### src/hw/rtl/regular_polygon_vertex_generator_defines.svh
// Assertion macros used by the polygon generator controller.
`ifndef REGULAR_POLYGON_VERTEX_GENERATOR_DEFINES_SVH
`define REGULAR_POLYGON_VERTEX_GENERATOR_DEFINES_SVH

// Same-cycle implication, disabled while reset is asserted.
`define RPVG_ASSERT_NOW(label, clk, rst_n, ante, cons, msg) \
    label: assert property (@(posedge clk) disable iff (!rst_n) (ante) |-> (cons)) \
        else $error(msg);

// Next-cycle implication, disabled while reset is asserted.
`define RPVG_ASSERT_NEXT(label, clk, rst_n, ante, cons, msg) \
    label: assert property (@(posedge clk) disable iff (!rst_n) (ante) |=> (cons)) \
        else $error(msg);

`endif

### src/hw/rtl/rpvg_pkg.sv
package rpvg_pkg;

    localparam int MAX_SIDES_C   = 64;
    localparam int PHASE_BITS_C  = 16;

    localparam int SIDE_W        = 7;
    localparam int SIZE_W        = 16;
    localparam int MODE_W        = 2;
    localparam int VNUM_W        = 6;
    localparam int COORD_W       = 17;
    localparam int CFG_IDX_W     = 3;
    localparam int CFG_DATA_W    = 16;
    localparam int IN_DATA_W     = 8;
    localparam int OUT_DATA_W    = 40;

    localparam int CORDIC_STEPS  = 16;
    localparam int STEP_W        = 4;
    localparam int XY_W          = 34;
    localparam int Z_W           = 33;
    localparam int PROD_W        = 51;

    localparam int DIV_NUM_W     = 48;
    localparam int DIV_DEN_W     = 34;
    localparam int DIV_CNT_W     = 6;

    localparam logic signed [XY_W-1:0] CORDIC_ONE_K = 34'sh26DD3B6A;
    localparam logic [SIDE_W-1:0] MIN_SIDES = 7'd3;
    localparam logic [SIDE_W-1:0] MAX_SIDES_V = SIDE_W'(MAX_SIDES_C);
    localparam logic [SIZE_W-1:0] RADIUS_MAX = 16'hFFFF;
    localparam logic signed [PROD_W-1:0] COORD_LIMIT = 51'sd65535;

    localparam logic [CFG_IDX_W-1:0] REG_SIDE_COUNT = 3'd0;
    localparam logic [CFG_IDX_W-1:0] REG_SIZE_VALUE = 3'd1;
    localparam logic [CFG_IDX_W-1:0] REG_SIZE_MODE  = 3'd2;
    localparam logic [CFG_IDX_W-1:0] REG_HALF_STEP  = 3'd3;

    localparam logic [MODE_W-1:0] MODE_EDGE    = 2'd1;
    localparam logic [MODE_W-1:0] MODE_APOTHEM = 2'd2;

    typedef enum logic [1:0] {
        DIV_ANGLE,
        DIV_RADIUS,
        DIV_INC,
        DIV_START
    } t_div_op;

    typedef enum logic [3:0] {
        S_IDLE,
        S_DIV_ANG,
        S_COR_ANG,
        S_DIV_RAD,
        S_DIV_INC,
        S_DIV_START,
        S_VSTART,
        S_VCOR,
        S_OUT
    } t_state;

    typedef struct packed {
        logic    div_start;
        t_div_op div_op;
        logic    cor_start;
        logic    cor_sel_phase;
        logic    rad_load;
        logic    inc_load;
        logic    phase_load_div;
        logic    phase_clear;
        logic    mul_load;
        logic    out_load;
    } t_cmd;

    typedef struct packed {
        logic div_done;
        logic cor_done;
        logic cor_busy;
        logic size_div;
        logic half_step;
        logic out_busy;
        logic is_last;
        logic vcnt_zero;
    } t_sts;

    function automatic logic signed [Z_W-1:0] atan_step(input logic [STEP_W-1:0] k);
        logic signed [Z_W-1:0] a;
        case (k)
            4'd0:    a = 33'sh20000000;
            4'd1:    a = 33'sh12E4051E;
            4'd2:    a = 33'sh09FB385B;
            4'd3:    a = 33'sh051111D4;
            4'd4:    a = 33'sh028B0D43;
            4'd5:    a = 33'sh0145D7E1;
            4'd6:    a = 33'sh00A2F61E;
            4'd7:    a = 33'sh00517C55;
            4'd8:    a = 33'sh0028BE53;
            4'd9:    a = 33'sh00145F2F;
            4'd10:   a = 33'sh000A2F98;
            4'd11:   a = 33'sh000517CC;
            4'd12:   a = 33'sh00028BE6;
            4'd13:   a = 33'sh000145F3;
            4'd14:   a = 33'sh0000A2F9;
            4'd15:   a = 33'sh0000517C;
            default: a = '0;
        endcase
        return a;
    endfunction

endpackage

### src/hw/rtl/rpvg_ctrl.sv
`include "regular_polygon_vertex_generator_defines.svh"

module rpvg_ctrl
    import rpvg_pkg::*;
(
    input  logic i_clk,
    input  logic i_rst_n,
    input  logic i_in_valid,
    input  logic i_in_go,
    output logic o_in_ready,
    input  t_sts i_sts,
    output t_cmd o_cmd
);

    t_state r_state;
    t_state n_state;

    always_ff @(posedge i_clk) begin
        if (!i_rst_n) begin
            r_state <= S_IDLE;
        end else begin
            r_state <= n_state;
        end
    end

    always_comb begin
        n_state    = r_state;
        o_cmd      = '0;
        o_cmd.div_op = DIV_ANGLE;
        o_in_ready = 1'b0;
        case (r_state)
            S_IDLE: begin
                o_in_ready = 1'b1;
                if (i_in_valid && i_in_go) begin
                    o_cmd.div_start = 1'b1;
                    o_cmd.div_op    = DIV_ANGLE;
                    n_state         = S_DIV_ANG;
                end
            end
            S_DIV_ANG: begin
                if (i_sts.div_done) begin
                    o_cmd.cor_start = 1'b1;
                    n_state         = S_COR_ANG;
                end
            end
            S_COR_ANG: begin
                if (i_sts.cor_done) begin
                    o_cmd.div_start = 1'b1;
                    if (i_sts.size_div) begin
                        o_cmd.div_op = DIV_RADIUS;
                        n_state      = S_DIV_RAD;
                    end else begin
                        o_cmd.rad_load = 1'b1;
                        o_cmd.div_op   = DIV_INC;
                        n_state        = S_DIV_INC;
                    end
                end
            end
            S_DIV_RAD: begin
                o_cmd.div_op = DIV_RADIUS;
                if (i_sts.div_done) begin
                    o_cmd.rad_load  = 1'b1;
                    o_cmd.div_start = 1'b1;
                    o_cmd.div_op    = DIV_INC;
                    n_state         = S_DIV_INC;
                end
            end
            S_DIV_INC: begin
                if (i_sts.div_done) begin
                    o_cmd.inc_load = 1'b1;
                    if (i_sts.half_step) begin
                        o_cmd.div_start = 1'b1;
                        o_cmd.div_op    = DIV_START;
                        n_state         = S_DIV_START;
                    end else begin
                        o_cmd.phase_clear = 1'b1;
                        n_state           = S_VSTART;
                    end
                end
            end
            S_DIV_START: begin
                if (i_sts.div_done) begin
                    o_cmd.phase_load_div = 1'b1;
                    n_state              = S_VSTART;
                end
            end
            S_VSTART: begin
                o_cmd.cor_start     = 1'b1;
                o_cmd.cor_sel_phase = 1'b1;
                n_state             = S_VCOR;
            end
            S_VCOR: begin
                if (i_sts.cor_done) begin
                    o_cmd.mul_load = 1'b1;
                    n_state        = S_OUT;
                end
            end
            S_OUT: begin
                if (!i_sts.out_busy) begin
                    o_cmd.out_load = 1'b1;
                    n_state        = i_sts.is_last ? S_IDLE : S_VSTART;
                end
            end
            default: begin
                n_state = S_IDLE;
            end
        endcase
    end

    `RPVG_ASSERT_NOW(a_no_overwrite, i_clk, i_rst_n, o_cmd.out_load, !i_sts.out_busy, "vertex loaded over a pending transaction")
    `RPVG_ASSERT_NOW(a_idle_count, i_clk, i_rst_n, r_state == S_IDLE, i_sts.vcnt_zero, "vertex counter not cleared after a run")
    `RPVG_ASSERT_NOW(a_cordic_free, i_clk, i_rst_n, o_cmd.cor_start, !i_sts.cor_busy, "CORDIC restarted while busy")
    `RPVG_ASSERT_NEXT(a_last_ends, i_clk, i_rst_n, o_cmd.out_load && i_sts.is_last, r_state == S_IDLE, "run did not end after last vertex")

endmodule

### config.mk
export PLATFORM = sky130hd
export DESIGN_NAME = rpvg_ctrl
export DESIGN_NICKNAME = d
export VERILOG_FILES = /design/src/hw/rtl/rpvg_pkg.sv /design/src/hw/rtl/rpvg_ctrl.sv
export VERILOG_INCLUDE_DIRS = /design/src /design/src/hw/rtl
export SDC_FILE = /design/constraint.sdc
export NUM_CORES = 1
export LEC_CHECK = 0
export ABC_AREA = 1
export BUFFER_PORTS_ARGS = -buffer_cell sky130_fd_sc_hd__buf_4
export CAP_MARGIN = 5
export CORE_MARGIN = 8
export CORE_UTILIZATION = 28
export DETAILED_ROUTE_END_ITERATION = 7
export PLACE_DENSITY = 0.51
export RECOVER_POWER = 100
export SETUP_SLACK_MARGIN = 0.1
export SLEW_MARGIN = 20
export SYNTH_ARGS = -nofsm -noshare
export SYNTH_HDL_FRONTEND = slang
export SYNTH_SLANG_ARGS = --single-unit
### constraint.sdc
create_clock -name i_clk -period 2.1 [get_ports i_clk]
set_input_delay 0 -clock i_clk [delete_from_list [all_inputs] [get_ports i_clk]]
set_output_delay 0 -clock i_clk [all_outputs]
set_load 0.02 [all_outputs]
==> results of run 1 <==
cell type report:
class | count | area, sq um
timing repair buffer | 22 | 131
inverter | 12 | 45.0
sequential | 4 | 80.1
tap | 25 | 31.3
clock buffer | 3 | 22.5
multi-input combinational | 80 | 353
fill | 225 | 1040
through the flow:
stage	area, sq um	worst slack [ps]	utilization, %	instances	hold WS [ps]
after global routing	663	231	38.8	146	75.6
after detailed placement	687	741	40.2	143	273
after CTS	709	532	41.5	146	40.3
after global placement	687	706	40.2	143	273
after floorplan	498	561	-	97	79.8
final	663	377	38.8	146	47.4
cell usage after synthesis:
cell	instances	area (sq um)
a21oi_1	4	20.0
buf_4	1	7.51
clkinv_1	1	3.75
dfxtp_1	4	80.1
inv_1	9	33.8
inv_2	2	7.51
nand2_1	32	120
nand3_1	17	85.1
nand4_1	1	6.26
nor2_1	15	56.3
nor2_2	3	18.8
nor2_4	2	22.5
nor3_1	1	5.00
o211ai_1	1	7.51
o21ai_0	3	15.0
o311ai_0	1	8.76
layer usage:
layer	track usage (%)	part of all wire, %	vias to the layer above
met5	0	0	-
met4	2.10	0	0
met3	2.43	4.5	0
met2	15.0	46	15
met1	13.1	49	286
li1	-	-	366
worst paths after layout:
| path | startpoint | end | slack, ps | depth (start not counted) |
|---|---|---|---|---|
| worst max-delay path | r_state[0] | o_cmd[10] | 380 | 4 |
| worst min-delay path | i_rst_n | r_state[3] | 50 | 3 |
| worst max register to register | r_state[0] | r_state[1] | 590 | 7 |
| worst min register to register | r_state[2] | r_state[2] | 520 | 2 |
critical path: stages, from the launching register on:
cell,delay (ps)
dfxtp_1,350
nor2_1,440
inv_1,130
o311ai_0,300
clkbuf_1,270
power by group through the flow:
stage	Sequential (mW)	Combinational (mW)	Clock, mW
after CTS	0.118	0.372	0.0983
after floorplan	0.114	0.255	0
final	0.112	0.349	0.0933
after global placement	0.120	0.374	0
after global routing	0.115	0.393	0.104
after detailed placement	0.119	0.370	0
cells by family (layout without fill, tap and decap cells):
family	Yosys count	count (layout)	share of synthesized area, %
AND/OR/NAND/NOR	71	71	63.1
buffers and inverters	13	37	10.6
AO/OA/AOI/OAI	9	9	10.3
flip-flops	4	4	16.1
==> flow_summary.toml, run 1 <==
[route]
ant_nets = 0
vias_per_cell = 4.57
drc = 0
avgRoutedWirePerCell_um = 10.8
dr.pass1.iters = 4
num_vias = 667
dr.first_iter.drc_count = 22
finalWirelength_mm = 1.57

[cts]
path_clk_slew_ps = 40
ctsLongestPathBuffers = 2
clock_sink_count = 4
cts_tree = "yes"
cts_resized = 0
clk_latency_ps = 230
cts_root_buffer = "clkbuf_4"
cts_buffers = 3
cts_setup_buffers = 0
cts.hold.buffers_added = 0
h-tree-depth = 1

[cells_and_area]
largest_reg_flops = 4
syn_to_final_growth_pct = 33.2
final_layout_size_suffix_gt1_share_pct = 16.5
nNetsFinal = 135
regMostFlops = "r_state"
layout_common_cells = "32 x nand2_1, 18 x nor2_1, 17 x nand3_1"
top_regs = "r_state (4)"
num_antenna_cells = 0
final_common_cell = "nand2_1"

[power]
net-switching-power_uw = 281
p_sw_share_pct = 50.7
total_power_uw = 554
comb_power_share_pct = 63.0
pwr-share-clk_pct = 16.8
p_int_uw = 273
peakVddDrop_mv = 0.506
p_seq_share_pct = 20.2
power.density_mw_per_mm2 = 835
leakagePower_nw = 0.339

[worst_setup_path]
cp.arrival_ps = 1720
critical_path_class = "register to output pin"
cp.required_ps = 2100
cp_max_fo = 8
cp-start-kind = "register"
critPathCaptureType = "output pin"

[global_routing]
grt_max_degree = 12
grt_pass1_vias = 630
overflow = 0
antenna_found_initial = 0
grt_first_pass_wirelength_mm = 2.67
grt_usage_pct = 9.70

[synth]
synth_area_sq_um = 498
syn_inst = 97
ys_ff_latch = 4
syn-num-nets = 109
yosysUniqueCellTypes = 16
synth_warnings = 0
syn_avg_cell_area_sq_um = 5.13
synth-seq-area-share_pct = 16.1

[sta]
rsz0062_at_grt = "false"
post-route-period-util_pct = 82.1
min_period_ps = 1720
finalHoldViolations = 0
max_slew_margin_pct = 64.8
tns_ps = 0
setup_viol = 0
clock_skew_ps = 3.06
max_freq_ghz = 0.580
worst_pin_slew_ps = 527
maxSlewViolCount = 0

[hold_path]
hp-class = "input pin to register"

[status]
status = "completed"

[run]
cap_violations = 0

[die]
core_area_sq_mm = 0.00171
die_area_sq_mm = 0.00338
io_pins = 24
initial_utilization_pct = 29.2
die_width_um = 58.2
die_h_um = 58.2
num_rows = 15

[placed_design]
gp_congestion = 0.756
hpwlAfterDp_mm = 1.31
io_buffer_count = 21
Note: power is estimated with default switching activity, not from simulation.
==> run 2, diff against run 1 <==
==> constraint.sdc (replaced) <==
create_clock -name i_clk -period 1.69 [get_ports i_clk]
set_input_delay 0 -clock i_clk [delete_from_list [all_inputs] [get_ports i_clk]]
set_output_delay 0 -clock i_clk [all_outputs]
set_load 0.02 [all_outputs]
==> flow_summary.toml, run 2 (synthesis results as in run 1) <==
[status]
status = "completed"

[sta]
max_slew_margin_pct = 80.4
maxSlewViolCount = 0
setup_viol = 0
tns_ps = 0
min_period_ps = 1500
worst_pin_slew_ps = 291
clock_skew_ps = 2.81
finalHoldViolations = 0
max_freq_ghz = 0.667
rsz0062_at_grt = "true"
post-route-period-util_pct = 88.7

[worst_setup_path]
cp.arrival_ps = 1500
cp-start-kind = "register"
critPathCaptureType = "output pin"
rr_worst_depth = 9
cp.required_ps = 1690
startpoint = "r_state[2]"
r2r_setup_slack_ps = 320
critical_path_class = "register to output pin"
r2r-start = "r_state[0]"
r2r-end = "r_state[2]"
critPathCapture = "o_cmd[9]"
cp_max_fo = 10

[global_routing]
grt_first_pass_wirelength_mm = 2.75
grt_pass1_vias = 639
grt_max_degree = 12
overflow = 0
antenna_found_initial = 0
grt_usage_pct = 9.97

[route]
num_vias = 681
ant_nets = 0
drc = 0
avgRoutedWirePerCell_um = 10.9
finalWirelength_mm = 1.59
dr.first_iter.drc_count = 16
vias_per_cell = 4.66
dr.pass1.iters = 4

[cells_and_area]
nNetsFinal = 135
regMostFlops = "r_state"
layout_common_cells = "32 x nand2_1, 17 x nand3_1, 15 x nor2_1"
final_common_cell = "nand2_1"
syn_to_final_growth_pct = 38.4
multi_input_area_sq_um = 370
top_regs = "r_state (4)"
num_antenna_cells = 0
register_area_sq_um = 81.3
fin_util_pct = 40.4
final_layout_size_suffix_gt1_share_pct = 22.3
largest_reg_flops = 4
fillers = 209

[cts]
cts_root_buffer = "clkbuf_4"
cts_resized = 0
clk_latency_ps = 230
h-tree-depth = 1
path_clk_slew_ps = 40
cts.hold.buffers_added = 0
cts_tree = "yes"
cts_buffers = 3
ctsLongestPathBuffers = 2
cts_setup_buffers = 0
clock_sink_count = 4

[die]
die_area_sq_mm = 0.00338
initial_utilization_pct = 29.2
core_area_sq_mm = 0.00171
die_h_um = 58.2
num_rows = 15
io_pins = 24
die_width_um = 58.2

[power]
p_sw_share_pct = 51.0
p_seq_share_pct = 21.2
comb_power_share_pct = 62.5
pwr-share-clk_pct = 16.2
net-switching-power_uw = 365
peakVddDrop_mv = 0.662
p_int_uw = 350
power.density_mw_per_mm2 = 1040
leakagePower_nw = 0.356

[placed_design]
io_buffer_count = 21
gp_congestion = 0.775
hpwlAfterDp_mm = 1.31

[run]
cap_violations = 0

[hold_path]
hp-class = "input pin to register"
==> run 2: how the worst min path moves through the flow <==
stage	startpoint	to	slack, ps	depth (start not counted)
6_report	i_rst_n	r_state[0]	50	3
5_1_grt	i_rst_n	r_state[0]	70	3
4_1_cts	i_rst_n	r_state[3]	40	3
3_5_place_dp	i_sts[2]	o_cmd[0]	270	3
3_3_place_gp	i_sts[2]	o_cmd[0]	270	3
2_1_floorplan	i_sts[2]	o_cmd[0]	80	1
==> run 2: worst max-delay path, stage by stage (launching register included) <==
cell      delay [ps]
dfxtp_1          390
inv_1             90
nor2_4           210
nand4_1          140
nand2_1           80
inv_1             50
o21ai_0           60
clkbuf_1         250
==> run 2: area by class of cell <==
class | count | area share [%]
multi-input combinational | 80 | 53.7
timing repair buffer | 22 | 20.1
inverter | 12 | 6.53
sequential | 4 | 11.8
tap | 25 | 4.54
clock buffer | 3 | 3.27
==> run 2: metal layers <==
metal / wire length (um) / track usage, % / share of wire (%) / vias to the layer above
li1: - / - / - / 361
met1: 779 / 13.2 / 49 / 304
met2: 754 / 15.9 / 47 / 16
met3: 60 / 2.21 / 3.8 / 0
met4: 0 / 2.10 / 0 / 0
met5: 0 / 0 / 0 / -
==> run 2: power groups by stage <==
stage | combinational (mW) | sequential (mW) | clock [mW]
floorplan | 0.317 | 0.142 | 0
global placement | 0.465 | 0.149 | 0
detailed placement | 0.459 | 0.148 | 0
CTS | 0.461 | 0.146 | 0.122
global route | 0.508 | 0.156 | 0.130
finish | 0.447 | 0.152 | 0.116
==> run 2: metrics by stage <==
| stage | instances | hold slack, ps | total power [mW] | worst slack (ps) | instance area, sq um |
|---|---|---|---|---|---|
| 6_report | 146 | 50.3 | 0.715 | 190 | 689 |
| 5_1_grt | 146 | 73.2 | 0.794 | 27.5 | 689 |
| 4_1_cts | 146 | 39.1 | 0.730 | 129 | 709 |
| 3_5_place_dp | 143 | 274 | 0.607 | 332 | 687 |
| 3_3_place_gp | 143 | 273 | 0.614 | 295 | 687 |
| 2_1_floorplan | 97 | 79.8 | 0.458 | 151 | 498 |
==> run 3, diff against run 2 <==
--- a/config.mk
+++ b/config.mk
@@ -9,12 +9,13 @@
 export ABC_AREA = 1
 export BUFFER_PORTS_ARGS = -buffer_cell sky130_fd_sc_hd__buf_4
 export CAP_MARGIN = 5
-export CORE_MARGIN = 8
-export CORE_UTILIZATION = 28
+export CORE_AREA = 8 8 45 47
 export DETAILED_ROUTE_END_ITERATION = 7
-export PLACE_DENSITY = 0.51
+export DIE_AREA = 0 0 53 55
+export PLACE_DENSITY = 0.65
 export RECOVER_POWER = 100
 export SETUP_SLACK_MARGIN = 0.1
+export SKIP_CTS_REPAIR_TIMING = 1
 export SLEW_MARGIN = 20
 export SYNTH_ARGS = -nofsm -noshare
 export SYNTH_HDL_FRONTEND = slang
==> constraint.sdc (replaced) <==
create_clock -name i_clk -period 1.6 [get_ports i_clk]
set_input_delay 0 -clock i_clk [delete_from_list [all_inputs] [get_ports i_clk]]
set_output_delay 0 -clock i_clk [all_outputs]
set_load 0.02 [all_outputs]
==> flow_summary.toml, run 3 (synthesis results as in run 1) <==
[die]
core_area_sq_mm = 0.00138
die_area_sq_mm = 0.00292
die_h_um = 55
io_pins = 24
num_rows = 14
die_width_um = 53
initial_utilization_pct = 36.0

[cells_and_area]
num_antenna_cells = 0
multi_input_area_sq_um = 370
final_common_cell = "nand2_1"
syn_to_final_growth_pct = 41.0
largest_reg_flops = 4
nNetsFinal = 137
layout_common_cells = "32 x nand2_1, 18 x buf_4, 17 x nand3_1"
final_layout_size_suffix_gt1_share_pct = 26.8
register_area_sq_um = 83.8
fillers = 171
regMostFlops = "r_state"
top_regs = "r_state (4)"
fin_util_pct = 50.7

[status]
status = "completed"

[sta]
holdWs_ps = 44.9
maxSlewViolCount = 0
worst_pin_slew_ps = 290
tns_ps = 0
post-route-period-util_pct = 87.7
rsz0062_at_grt = "true"
max_slew_margin_pct = 80.6
setup_viol = 0
min_period_ps = 1400
max_freq_ghz = 0.713
finalHoldViolations = 0
clock_skew_ps = 4.33

[cts]
h-tree-depth = 1
clk_latency_ps = 230
cts_tree = "yes"
path_clk_slew_ps = 40
cts_root_buffer = "clkbuf_4"
cts_buffers = 3
clock_sink_count = 4
ctsLongestPathBuffers = 2

[worst_setup_path]
r2r_setup_slack_ps = 270
critPathCapture = "o_cmd[9]"
cp.buffers_inverters = 3
critical_path_class = "register to output pin"
r2r-start = "r_state[0]"
cp_slowest_stage_delay_ps = 480
critPathCaptureType = "output pin"
cp.arrival_ps = 1400
worstPathCellList = "nand2_1 > inv_1 > nand3_1 > nand2_1 > inv_1 > o21ai_0 > clkbuf_2"
critPathSlowestCell = "dfxtp_1"
rr_worst_depth = 8
crit_family = "flip-flops"
cp.required_ps = 1600
cp-start-kind = "register"
r2r-end = "r_state[2]"
cp_max_fo = 5
startpoint = "r_state[0]"
crit_cells = 7

[global_routing]
grt_max_degree = 12
grt_usage_pct = 11.1
grt_first_pass_wirelength_mm = 2.51
overflow = 0
antenna_found_initial = 0
grt_pass1_vias = 609

[power]
peakVddDrop_mv = 0.625
leakagePower_nw = 0.373
power.density_mw_per_mm2 = 1100

[route]
dr.pass1.iters = 4
drc = 0
vias_per_cell = 4.94
finalWirelength_mm = 1.55
num_vias = 686
avgRoutedWirePerCell_um = 11.1
ant_nets = 0
dr.first_iter.drc_count = 18

[placed_design]
gp_congestion = 0.877
hpwlAfterDp_mm = 1.26
io_buffer_count = 21

[hold_path]
hp-class = "input pin to register"
min_path_cells = 3

[run]
cap_violations = 0
-- run 3: cell count changes in the layout (fill, tap and decap cells not counted), sizes merged --
cell	previous run	this run
buf	14	18
clkbuf	11	9
-- run 3: per-layer routing --
metal	up-vias	track usage (%)	routed length (um)
met3	0	2.67	148
li1	369	-	-
met2	25	18.9	716
met1	292	12.9	684
met4	0	5.17	0
met5	-	0	0
-- run 3: report_power, final --
part,switching [mW],total (mW),internal (mW)
Combinational,0.304,0.489,0.185
Clock,0.0378,0.121,0.0836
Sequential,0.0380,0.160,0.122
Total,0.380,0.770,0.390
-- run 3: tightest hold or removal path, cell delays in order --
cell and delay (ps):
buf_4 80, inv_1 60, a21oi_1 110
-- run 3: stage by stage --
step | std cells | worst slack (ps) | cell area (sq um) | total power [mW]
5_1_grt | 139 | 52.7 | 702 | 0.851
6_report | 139 | 197 | 702 | 0.770
3_3_place_gp | 134 | 212 | 676 | 0.637
3_5_place_dp | 134 | 207 | 676 | 0.636
4_1_cts | 137 | 105 | 698 | 0.766
2_1_floorplan | 97 | 309 | 498 | 0.486
-- run 3: how the worst min path moves through the flow --
| stage | startpoint | endpoint | slack [ps] |
|---|---|---|---|
| 4_1_cts | i_rst_n | r_state[1] | 40 |
| 5_1_grt | i_rst_n | r_state[3] | 90 |
| 2_1_floorplan | i_sts[2] | o_cmd[0] | 80 |
| 6_report | i_rst_n | r_state[1] | 40 |
| 3_5_place_dp | i_sts[2] | o_cmd[0] | 270 |
| 3_3_place_gp | i_sts[2] | o_cmd[0] | 260 |
-- run 3: cell type report --
| type | instances | area share, % |
|---|---|---|
| sequential | 4 | 11.9 |
| clock buffer | 3 | 3.21 |
| multi-input combinational | 80 | 52.8 |
| tap | 16 | 2.85 |
| timing repair buffer | 24 | 22.8 |
| inverter | 12 | 6.42 |
