[config.mk]
export PLATFORM = sky130hd
export DESIGN_NAME = rpvg_dp
export DESIGN_NICKNAME = d
export VERILOG_FILES = /design/src/hw/rtl/regular_polygon_vertex_generator_defines.svh /design/src/hw/rtl/rpvg_pkg.sv /design/src/hw/rtl/rpvg_div.sv /design/src/hw/rtl/rpvg_cordic.sv /design/src/hw/rtl/rpvg_dp.sv
export SDC_FILE = /design/constraint.sdc
export NUM_CORES = 2
export LEC_CHECK = 0
export CAP_MARGIN = 20
export CORE_MARGIN = 2
export CORE_UTILIZATION = 43
export CTS_CLUSTER_SIZE = 40
export DETAILED_ROUTE_END_ITERATION = 7
export DONT_BUFFER_PORTS = 1
export PLACE_DENSITY = 0.6
export SLEW_MARGIN = 20
export SYNTH_ARGS = -nofsm -noshare
export SYNTH_HDL_FRONTEND = slang
export SYNTH_SLANG_ARGS = --single-unit
[constraint.sdc]
create_clock -name i_clk -period 23.5 [get_ports i_clk]
set_input_delay 1.175 -clock i_clk [delete_from_list [all_inputs] [get_ports i_clk]]
set_output_delay 1.175 -clock i_clk [all_outputs]
set_load 0.01 [all_outputs]
[src/hw/rtl/regular_polygon_vertex_generator_defines.svh]
// Assertion macros used by the polygon generator controller.
`ifndef REGULAR_POLYGON_VERTEX_GENERATOR_DEFINES_SVH
`define REGULAR_POLYGON_VERTEX_GENERATOR_DEFINES_SVH

// Same-cycle implication, disabled while reset is asserted.
`define RPVG_ASSERT_NOW(label, clk, rst_n, ante, cons, msg) \
    label: assert property (@(posedge clk) disable iff (!rst_n) (ante) |-> (cons)) \
        else $error(msg);

// Next-cycle implication, disabled while reset is asserted.
`define RPVG_ASSERT_NEXT(label, clk, rst_n, ante, cons, msg) \
    label: assert property (@(posedge clk) disable iff (!rst_n) (ante) |=> (cons)) \
        else $error(msg);

`endif

[src/hw/rtl/rpvg_pkg.sv]
package rpvg_pkg;

    localparam int MAX_SIDES_C   = 64;
    localparam int PHASE_BITS_C  = 16;

    localparam int SIDE_W        = 7;
    localparam int SIZE_W        = 16;
    localparam int MODE_W        = 2;
    localparam int VNUM_W        = 6;
    localparam int COORD_W       = 17;
    localparam int CFG_IDX_W     = 3;
    localparam int CFG_DATA_W    = 16;
    localparam int IN_DATA_W     = 8;
    localparam int OUT_DATA_W    = 40;

    localparam int CORDIC_STEPS  = 16;
    localparam int STEP_W        = 4;
    localparam int XY_W          = 34;
    localparam int Z_W           = 33;
    localparam int PROD_W        = 51;

    localparam int DIV_NUM_W     = 48;
    localparam int DIV_DEN_W     = 34;
    localparam int DIV_CNT_W     = 6;

    localparam logic signed [XY_W-1:0] CORDIC_ONE_K = 34'sh26DD3B6A;
    localparam logic [SIDE_W-1:0] MIN_SIDES = 7'd3;
    localparam logic [SIDE_W-1:0] MAX_SIDES_V = SIDE_W'(MAX_SIDES_C);
    localparam logic [SIZE_W-1:0] RADIUS_MAX = 16'hFFFF;
    localparam logic signed [PROD_W-1:0] COORD_LIMIT = 51'sd65535;

    localparam logic [CFG_IDX_W-1:0] REG_SIDE_COUNT = 3'd0;
    localparam logic [CFG_IDX_W-1:0] REG_SIZE_VALUE = 3'd1;
    localparam logic [CFG_IDX_W-1:0] REG_SIZE_MODE  = 3'd2;
    localparam logic [CFG_IDX_W-1:0] REG_HALF_STEP  = 3'd3;

    localparam logic [MODE_W-1:0] MODE_EDGE    = 2'd1;
    localparam logic [MODE_W-1:0] MODE_APOTHEM = 2'd2;

    typedef enum logic [1:0] {
        DIV_ANGLE,
        DIV_RADIUS,
        DIV_INC,
        DIV_START
    } t_div_op;

    typedef enum logic [3:0] {
        S_IDLE,
        S_DIV_ANG,
        S_COR_ANG,
        S_DIV_RAD,
        S_DIV_INC,
        S_DIV_START,
        S_VSTART,
        S_VCOR,
        S_OUT
    } t_state;

    typedef struct packed {
        logic    div_start;
        t_div_op div_op;
        logic    cor_start;
        logic    cor_sel_phase;
        logic    rad_load;
        logic    inc_load;
        logic    phase_load_div;
        logic    phase_clear;
        logic    mul_load;
        logic    out_load;
    } t_cmd;

    typedef struct packed {
        logic div_done;
        logic cor_done;
        logic cor_busy;
        logic size_div;
        logic half_step;
        logic out_busy;
        logic is_last;
        logic vcnt_zero;
    } t_sts;

    function automatic logic signed [Z_W-1:0] atan_step(input logic [STEP_W-1:0] k);
        logic signed [Z_W-1:0] a;
        case (k)
            4'd0:    a = 33'sh20000000;
            4'd1:    a = 33'sh12E4051E;
            4'd2:    a = 33'sh09FB385B;
            4'd3:    a = 33'sh051111D4;
            4'd4:    a = 33'sh028B0D43;
            4'd5:    a = 33'sh0145D7E1;
            4'd6:    a = 33'sh00A2F61E;
            4'd7:    a = 33'sh00517C55;
            4'd8:    a = 33'sh0028BE53;
            4'd9:    a = 33'sh00145F2F;
            4'd10:   a = 33'sh000A2F98;
            4'd11:   a = 33'sh000517CC;
            4'd12:   a = 33'sh00028BE6;
            4'd13:   a = 33'sh000145F3;
            4'd14:   a = 33'sh0000A2F9;
            4'd15:   a = 33'sh0000517C;
            default: a = '0;
        endcase
        return a;
    endfunction

endpackage

[src/hw/rtl/rpvg_div.sv]
module rpvg_div
    import rpvg_pkg::*;
(
    input  logic                 i_clk,
    input  logic                 i_rst_n,
    input  logic                 i_start,
    input  logic [DIV_NUM_W-1:0] i_num,
    input  logic [DIV_DEN_W-1:0] i_den,
    output logic                 o_done,
    output logic [DIV_NUM_W-1:0] o_quo
);

    logic [DIV_NUM_W-1:0] r_nq;
    logic [DIV_DEN_W-1:0] r_rem;
    logic [DIV_DEN_W-1:0] r_den;
    logic [DIV_CNT_W-1:0] r_cnt;
    logic                 r_busy;
    logic                 r_done;
    logic [DIV_DEN_W:0]   trial;
    logic [DIV_DEN_W:0]   diff;
    logic                 ge;

    // One quotient bit per cycle, numerator shifted out at the top while
    // quotient bits fill in at the bottom of the same register.
    assign trial = {r_rem, r_nq[DIV_NUM_W-1]};
    assign ge    = trial >= {1'b0, r_den};
    assign diff  = trial - {1'b0, r_den};

    always_ff @(posedge i_clk) begin
        if (!i_rst_n) begin
            r_busy <= 1'b0;
            r_done <= 1'b0;
            r_cnt  <= '0;
        end else begin
            r_done <= 1'b0;
            if (i_start) begin
                r_busy <= 1'b1;
                r_cnt  <= '0;
            end else if (r_busy) begin
                r_cnt <= r_cnt + 1'b1;
                if (r_cnt == DIV_CNT_W'(DIV_NUM_W - 1)) begin
                    r_busy <= 1'b0;
                    r_done <= 1'b1;
                end
            end
        end
    end

    always_ff @(posedge i_clk) begin
        if (i_start) begin
            r_nq  <= i_num;
            r_rem <= '0;
            r_den <= i_den;
        end else if (r_busy) begin
            r_nq  <= {r_nq[DIV_NUM_W-2:0], ge};
            r_rem <= ge ? diff[DIV_DEN_W-1:0] : trial[DIV_DEN_W-1:0];
        end
    end

    assign o_done = r_done;
    assign o_quo  = r_nq;

endmodule

[src/hw/rtl/rpvg_cordic.sv]
module rpvg_cordic
    import rpvg_pkg::*;
(
    input  logic                   i_clk,
    input  logic                   i_rst_n,
    input  logic                   i_start,
    input  logic [31:0]            i_turn,
    output logic                   o_busy,
    output logic                   o_done,
    output logic signed [XY_W-1:0] o_cos,
    output logic signed [XY_W-1:0] o_sin
);

    logic signed [XY_W-1:0] r_x;
    logic signed [XY_W-1:0] r_y;
    logic signed [Z_W-1:0]  r_z;
    logic [STEP_W-1:0]      r_k;
    logic [1:0]             r_quad;
    logic                   r_busy;
    logic                   r_done;
    logic signed [XY_W-1:0] r_cos;
    logic signed [XY_W-1:0] r_sin;

    logic [31:0]            biased;
    logic [1:0]             quad;
    logic [31:0]            rest;
    logic signed [XY_W-1:0] dx;
    logic signed [XY_W-1:0] dy;
    logic signed [XY_W-1:0] n_x;
    logic signed [XY_W-1:0] n_y;
    logic signed [Z_W-1:0]  n_z;

    // Nearest quadrant first, so the iterations only cover +-45 degrees.
    assign biased = i_turn + 32'h2000_0000;
    assign quad   = biased[31:30];
    assign rest   = i_turn - {quad, 30'd0};

    assign dx = r_y >>> r_k;
    assign dy = r_x >>> r_k;

    always_comb begin
        if (!r_z[Z_W-1]) begin
            n_x = r_x - dx;
            n_y = r_y + dy;
            n_z = r_z - atan_step(r_k);
        end else begin
            n_x = r_x + dx;
            n_y = r_y - dy;
            n_z = r_z + atan_step(r_k);
        end
    end

    always_ff @(posedge i_clk) begin
        if (!i_rst_n) begin
            r_busy <= 1'b0;
            r_done <= 1'b0;
            r_k    <= '0;
        end else begin
            r_done <= 1'b0;
            if (i_start) begin
                r_busy <= 1'b1;
                r_k    <= '0;
            end else if (r_busy) begin
                r_k <= r_k + 1'b1;
                if (r_k == STEP_W'(CORDIC_STEPS - 1)) begin
                    r_busy <= 1'b0;
                    r_done <= 1'b1;
                end
            end
        end
    end

    always_ff @(posedge i_clk) begin
        if (i_start) begin
            r_x    <= CORDIC_ONE_K;
            r_y    <= '0;
            r_z    <= Z_W'($signed(rest));
            r_quad <= quad;
        end else if (r_busy) begin
            r_x <= n_x;
            r_y <= n_y;
            r_z <= n_z;
            if (r_k == STEP_W'(CORDIC_STEPS - 1)) begin
                case (r_quad)
                    2'd0: begin
                        r_cos <= n_x;
                        r_sin <= n_y;
                    end
                    2'd1: begin
                        r_cos <= -n_y;
                        r_sin <= n_x;
                    end
                    2'd2: begin
                        r_cos <= -n_x;
                        r_sin <= -n_y;
                    end
                    default: begin
                        r_cos <= n_y;
                        r_sin <= -n_x;
                    end
                endcase
            end
        end
    end

    assign o_busy = r_busy;
    assign o_done = r_done;
    assign o_cos  = r_cos;
    assign o_sin  = r_sin;

endmodule

[src/hw/rtl/rpvg_dp.sv]
module rpvg_dp
    import rpvg_pkg::*;
#(
    parameter int PHASE_BITS = PHASE_BITS_C
) (
    input  logic                  i_clk,
    input  logic                  i_rst_n,
    input  logic                  i_cfg_we,
    input  logic [CFG_IDX_W-1:0]  i_cfg_index,
    input  logic [CFG_DATA_W-1:0] i_cfg_data,
    input  t_cmd                  i_cmd,
    output t_sts                  o_sts,
    input  logic                  i_out_ready,
    output logic                  o_out_valid,
    output logic [COORD_W-1:0]    o_vertex_x,
    output logic [COORD_W-1:0]    o_vertex_y,
    output logic [VNUM_W-1:0]     o_vertex_number,
    output logic                  o_last_vertex
);

    localparam logic [DIV_NUM_W-1:0] TURN_ONE  = DIV_NUM_W'(1) << 32;
    localparam logic [DIV_NUM_W-1:0] PHASE_ONE = DIV_NUM_W'(1) << PHASE_BITS;

    logic [SIDE_W-1:0]       r_side_count;
    logic [SIZE_W-1:0]       r_size_value;
    logic [MODE_W-1:0]       r_size_mode;
    logic                    r_half_step;
    logic [SIZE_W-1:0]       r_radius;
    logic [PHASE_BITS-1:0]   r_phase;
    logic [PHASE_BITS-1:0]   r_phase_inc;
    logic [VNUM_W-1:0]       r_vcnt;
    logic signed [PROD_W-1:0] r_prod_x;
    logic signed [PROD_W-1:0] r_prod_y;
    logic                    r_out_valid;
    logic [COORD_W-1:0]      r_out_x;
    logic [COORD_W-1:0]      r_out_y;
    logic [VNUM_W-1:0]       r_out_num;
    logic                    r_out_last;

    logic [DIV_NUM_W-1:0]    div_num;
    logic [DIV_DEN_W-1:0]    div_den;
    logic                    div_done;
    logic [DIV_NUM_W-1:0]    div_quo;
    logic [31:0]             cor_turn;
    logic                    cor_busy;
    logic                    cor_done;
    logic signed [XY_W-1:0]  cor_cos;
    logic signed [XY_W-1:0]  cor_sin;
    logic                    mode_edge;
    logic                    mode_apo;
    logic signed [XY_W-1:0]  divisor_trig;
    logic [DIV_NUM_W-1:0]    n_ext;
    logic [SIZE_W-1:0]       n_radius;
    logic                    is_last;
    logic [COORD_W-1:0]      coord_x;
    logic [COORD_W-1:0]      coord_y;

    assign mode_edge    = r_size_mode == MODE_EDGE;
    assign mode_apo     = r_size_mode == MODE_APOTHEM;
    assign divisor_trig = mode_edge ? cor_sin : cor_cos;
    assign n_ext        = DIV_NUM_W'(r_side_count);
    assign is_last      = ({1'b0, r_vcnt} + 1'b1) == r_side_count;

    // Operands of the shared divider for each of the four per-request quotients.
    always_comb begin
        case (i_cmd.div_op)
            DIV_ANGLE: begin
                div_num = TURN_ONE + n_ext;
                div_den = DIV_DEN_W'({r_side_count, 1'b0});
            end
            DIV_RADIUS: begin
                div_num = (mode_edge ? (DIV_NUM_W'(r_size_value) << 30)
                                     : (DIV_NUM_W'(r_size_value) << 31))
                          + DIV_NUM_W'($unsigned(divisor_trig));
                div_den = {divisor_trig[XY_W-2:0], 1'b0};
            end
            DIV_INC: begin
                div_num = PHASE_ONE + (n_ext >> 1);
                div_den = DIV_DEN_W'(r_side_count);
            end
            default: begin
                div_num = PHASE_ONE + n_ext;
                div_den = DIV_DEN_W'({r_side_count, 1'b0});
            end
        endcase
    end

    rpvg_div u_div (
        .i_clk   (i_clk),
        .i_rst_n (i_rst_n),
        .i_start (i_cmd.div_start),
        .i_num   (div_num),
        .i_den   (div_den),
        .o_done  (div_done),
        .o_quo   (div_quo)
    );

    assign cor_turn = i_cmd.cor_sel_phase ? {r_phase, {(32 - PHASE_BITS){1'b0}}}
                                          : div_quo[31:0];

    rpvg_cordic u_cordic (
        .i_clk   (i_clk),
        .i_rst_n (i_rst_n),
        .i_start (i_cmd.cor_start),
        .i_turn  (cor_turn),
        .o_busy  (cor_busy),
        .o_done  (cor_done),
        .o_cos   (cor_cos),
        .o_sin   (cor_sin)
    );

    always_comb begin
        if (!(mode_edge || mode_apo)) begin
            n_radius = r_size_value;
        end else if (divisor_trig <= 0) begin
            n_radius = RADIUS_MAX;
        end else if (div_quo > DIV_NUM_W'(RADIUS_MAX)) begin
            n_radius = RADIUS_MAX;
        end else begin
            n_radius = div_quo[SIZE_W-1:0];
        end
    end

    function automatic logic [COORD_W-1:0] round_clamp(input logic signed [PROD_W-1:0] p);
        logic signed [PROD_W-1:0] v;
        logic signed [PROD_W-1:0] c;
        v = (p + PROD_W'(32'sh2000_0000)) >>> 30;
        if (v > COORD_LIMIT) begin
            c = COORD_LIMIT;
        end else if (v < -COORD_LIMIT) begin
            c = -COORD_LIMIT;
        end else begin
            c = v;
        end
        return c[COORD_W-1:0];
    endfunction

    assign coord_x = round_clamp(r_prod_x);
    assign coord_y = round_clamp(r_prod_y);

    always_ff @(posedge i_clk) begin
        if (!i_rst_n) begin
            r_side_count <= MIN_SIDES;
            r_size_value <= 16'd256;
            r_size_mode  <= '0;
            r_half_step  <= 1'b0;
            r_radius     <= '0;
            r_phase      <= '0;
            r_phase_inc  <= '0;
            r_vcnt       <= '0;
            r_out_valid  <= 1'b0;
        end else begin
            if (i_cfg_we) begin
                case (i_cfg_index)
                    REG_SIDE_COUNT: begin
                        if (i_cfg_data[SIDE_W-1:0] >= MIN_SIDES) begin
                            r_side_count <= (i_cfg_data[SIDE_W-1:0] > MAX_SIDES_V)
                                            ? MAX_SIDES_V : i_cfg_data[SIDE_W-1:0];
                        end
                    end
                    REG_SIZE_VALUE: r_size_value <= i_cfg_data[SIZE_W-1:0];
                    REG_SIZE_MODE:  r_size_mode  <= i_cfg_data[MODE_W-1:0];
                    REG_HALF_STEP:  r_half_step  <= i_cfg_data[0];
                    default: ;
                endcase
            end
            if (i_cmd.rad_load) begin
                r_radius <= n_radius;
            end
            if (i_cmd.inc_load) begin
                r_phase_inc <= div_quo[PHASE_BITS-1:0];
            end
            if (i_cmd.phase_clear) begin
                r_phase <= '0;
            end else if (i_cmd.phase_load_div) begin
                r_phase <= div_quo[PHASE_BITS-1:0];
            end else if (i_cmd.out_load) begin
                r_phase <= r_phase + r_phase_inc;
            end
            if (i_cmd.out_load) begin
                r_vcnt <= is_last ? '0 : r_vcnt + 1'b1;
            end
            if (i_cmd.out_load) begin
                r_out_valid <= 1'b1;
            end else if (i_out_ready) begin
                r_out_valid <= 1'b0;
            end
        end
    end

    always_ff @(posedge i_clk) begin
        if (i_cmd.mul_load) begin
            r_prod_x <= $signed({1'b0, r_radius}) * cor_cos;
            r_prod_y <= $signed({1'b0, r_radius}) * cor_sin;
        end
        if (i_cmd.out_load) begin
            r_out_x    <= coord_x;
            r_out_y    <= coord_y;
            r_out_num  <= r_vcnt;
            r_out_last <= is_last;
        end
    end

    assign o_sts.div_done  = div_done;
    assign o_sts.cor_done  = cor_done;
    assign o_sts.cor_busy  = cor_busy;
    assign o_sts.size_div  = mode_edge || mode_apo;
    assign o_sts.half_step = r_half_step;
    assign o_sts.out_busy  = r_out_valid && !i_out_ready;
    assign o_sts.is_last   = is_last;
    assign o_sts.vcnt_zero = r_vcnt == '0;

    assign o_out_valid     = r_out_valid;
    assign o_vertex_x      = r_out_x;
    assign o_vertex_y      = r_out_y;
    assign o_vertex_number = r_out_num;
    assign o_last_vertex   = r_out_last;

endmodule

==> flow_metrics.tcl <==
set metrics [dict create \
    synth_enable_flop_cells 270 \
    cp_max_fo 49 \
    cts_buffer_depth 3 \
    cts_setup_buffers 0 \
    syn-cell-area_um2 74500 \
    cp_cell_sequence "buf_4 -> mux4_2 -> mux2_2 -> mux2_2 -> a211o_1 -> or3_1 -> nor2_1 -> nor3b_1 -> a21oi_1 -> xor2_1 -> o21ai_0 -> ha_1 -> a21o_1 -> a221o_1 -> a311oi_1 -> a211oi_1 -> xnor2_1 -> nor4b_2 -> nand2_1 -> o41ai_1 -> o22ai_1 -> a2111oi_1" \
    p_per_area_nw_per_um2 95.2 \
    track_usage_pct 24.8 \
    gr-max-usage-layer "met2" \
    cpMostUsedCell "mux2_2" \
    hold_viol 0 \
    yosys_warnings 0 \
    stdcell_count 10609 \
    drcViolationCount 0 \
    worst_setup_path_end_kind "flip-flop" \
    yosys_register_bits 497 \
    clk_latency_ns 0.72 \
    critPathLaunchType "flip-flop" \
    n_fill_cell 16729 \
    grt_pass1_wl_um 345000 \
    gr-usage-met2_pct 39.1 \
    grt.met1_usage_pct 35.0 \
    drtAntennaViolNets 0 \
    outcome "completed" \
    drive_above_1_share_pct 4.95 \
    rsz0062_at_grt "no" \
    max_cap_violations 0 \
    holdCritPathClass "flip-flop to flip-flop" \
    wl_per_cell_um 20.3 \
    cp.required_ns 23.89 \
    cts_sinks 497 \
    slowest_stage "dfxtp_4" \
    drt_wl_total_um 216000 \
    dieArea_um2 177000 \
    leakagePower_nw 34.6 \
    cts_buffers 60 \
    ys_types 112 \
    die_h_um 420 \
    htree_levels 2 \
    finish.utilization_pct 45.5 \
    synth_area_leader_cell "fa_1" \
    crit_type "flip-flop to flip-flop" \
    viasPerCell 5.63 \
    ctsHoldBuffers 0 \
    critPathMaxStageDelay_ns 0.80 \
    core_area_um2 172000 \
    dr.pass1.iters 6 \
    grt_overflow 0 \
    synthFlopType "edfxtp_1" \
    worst_pin_slew_ns 1.10 \
    dieWidth_um 420 \
    fmax_mhz 110 \
    max_slew_margin_pct 24.7 \
    synth_cells 8572 \
    fin_crit_ns 9.12 \
    clk_pin_slew_ns 0.06 \
    finalSetupViolCount 0 \
    antenna_found_initial 5 \
    postCtsResizedCells 0 \
    hpwl_um 159000 \
    avgSynthCellArea_um2 8.69 \
    power.total_w 0.00745 \
    mostFrequentLayoutCell "inv_1" \
    irDropWorstVdd_mv 0.116 \
    cp.arrival_ns 9.51 \
    netlist.area_leader.share_pct 27.8 \
    synth.net_count 10055 \
    dp_cells 10492 \
    grt_max_degree 141 \
    drv_slew 0 \
    clock_skew_ns 0.0815 \
    met3_usage_pct 3.32 \
    core.rowCount 152 \
    setup_tns_ns 0 \
    synthArstFlopShare_pct 0 \
    first_global_vias 60444 \
    gp_congestion 0.920 \
    ioPinCount 84 \
    cts_root_buf "clkbuf_16" \
    initialDrtViolationCount 4917 \
    final_nets 9729 \
    synthTopCellsByArea "fa_1 (28%), edfxtp_1 (11%), inv_1 (7.0%)" \
    num_vias 59693 \
    final_cell_mix "inv_1 (1396), nand2_1 (1156), fa_1 (1036)" \
    start_util_pct 43.3 \
    numPortBuffers 0 \
    syn_to_final_growth_pct 5.09 \
    layout_worst_path_cycle_share_pct 38.8 \
    tritoncts "yes" \
    ys_seq_area_share_pct 17.0 \
]
-- sequential cells by signal, summed over array words and instances (netlist names), 4 cells and up, named ones only --
| register | count |
|---|---|
| r_prod_x | 22 |
| u_div.r_rem | 34 |
| r_prod_y | 22 |
| r_vcnt | 6 |
| r_side_count | 7 |
| u_cordic.r_k | 4 |
| u_cordic.r_x | 34 |
| o_vertex_x | 17 |
| r_phase_inc | 16 |
| u_cordic.o_sin | 34 |
| r_phase | 16 |
| u_cordic.r_z | 33 |
| u_cordic.r_y | 34 |
| o_vertex_number | 6 |
| r_radius | 16 |
| u_div.r_cnt | 6 |
| r_size_value | 16 |
| o_vertex_y | 17 |
| u_div.r_den | 34 |
| u_cordic.o_cos | 34 |
| u_div.o_quo | 48 |
-- per-layer routing --
layer,wire length (um),up-vias
li1,-,27249
met1,95000,29956
met2,96800,2149
met3,15700,339
met4,8170,0
met5,0,-
-- area by class of cell --
type	instances	area, um^2	share of cell area, %
multi-input cells	6194	54700	69.8
flip-flops and latches	497	12700	16.2
clock inverters	37	433	0.553
diodes	2	5.00	0.00639
well taps	2310	2890	3.69
clock buffers	76	1620	2.07
inverters	1403	5270	6.73
repair buffers	90	708	0.904
-- worst max-delay path: cells and delay by family (launching register included) --
family                     cells  cell delay (ns)
and+or+nand+nor                5             1.85
adders and majority gates      1             0.42
muxes                          3             1.30
AOI/OAI and AO/OA             10             2.98
buffers and inverters          1             0.71
xor gates and xnor gates       2             0.69
DFF                            1             0.80
-- per-stage QoR --
| stage | hold slack, ns | cell area [um^2] | setup slack [ns] |
|---|---|---|---|
| finish | 0.465 | 78300 | 14.38 |
| global route | 0.503 | 78300 | 13.84 |
| CTS | 0.466 | 78200 | 14.56 |
| detailed placement | 0.459 | 76200 | 14.70 |
| global placement | 0.455 | 76200 | 14.62 |
| floorplan | 0.406 | 74500 | 14.91 |
-- where the power goes --
part	internal, W	total [W]	switching [W]
sequential	0.00114	0.00134	0.000196
combinational	0.00195	0.00513	0.00318
clock	0.000559	0.000980	0.000421
total	0.00365	0.00745	0.00380
-- cell families (layout without fill, tap and decap cells) --
kind of cell / count (synthesis) / count (layout) / synth area share (%)
flops: 497 / 497 / 17.0
compound gates: 1380 / 1380 / 12.1
simple gates: 2766 / 2766 / 17.6
fa+ha+maj: 1449 / 1449 / 34.8
mux: 281 / 281 / 5.16
other cells: 0 / 2 / 0
xor+xnor: 318 / 318 / 3.77
buf+inv: 1881 / 1606 / 9.66
-- path summary, 6_finish.rpt --
check / from / end / slack, ns / cells past startpoint
max: u_cordic.r_k[1]$_SDFFE_PP0P_ / u_cordic.o_sin[31]$_DFFE_PP_ / 14.38 / 22
min: u_div.r_rem[33]$_SDFFE_PP0P_ / u_div.r_rem[33]$_SDFFE_PP0P_ / 0.46 / 2
max reg2reg: u_cordic.r_k[1]$_SDFFE_PP0P_ / u_cordic.o_sin[31]$_DFFE_PP_ / 14.38 / 22
min reg2reg: u_div.r_rem[33]$_SDFFE_PP0P_ / u_div.r_rem[33]$_SDFFE_PP0P_ / 0.46 / 2
-- cell usage after synthesis, types with 67 or more instances --
master,instances
a211oi_1,100
a21o_1,86
a21oi_1,377
and2_1,365
clkbuf_1,412
dfxtp_1,227
edfxtp_1,270
fa_1,1036
ha_1,413
inv_1,1397
mux2i_1,166
mux4_2,76
nand2_1,1156
nand2b_1,67
nand3_1,100
nor2_1,534
nor2b_1,87
nor3_1,132
o21ai_0,271
xnor2_1,180
xor2_1,136
Note: power is estimated with default switching activity, not from simulation.
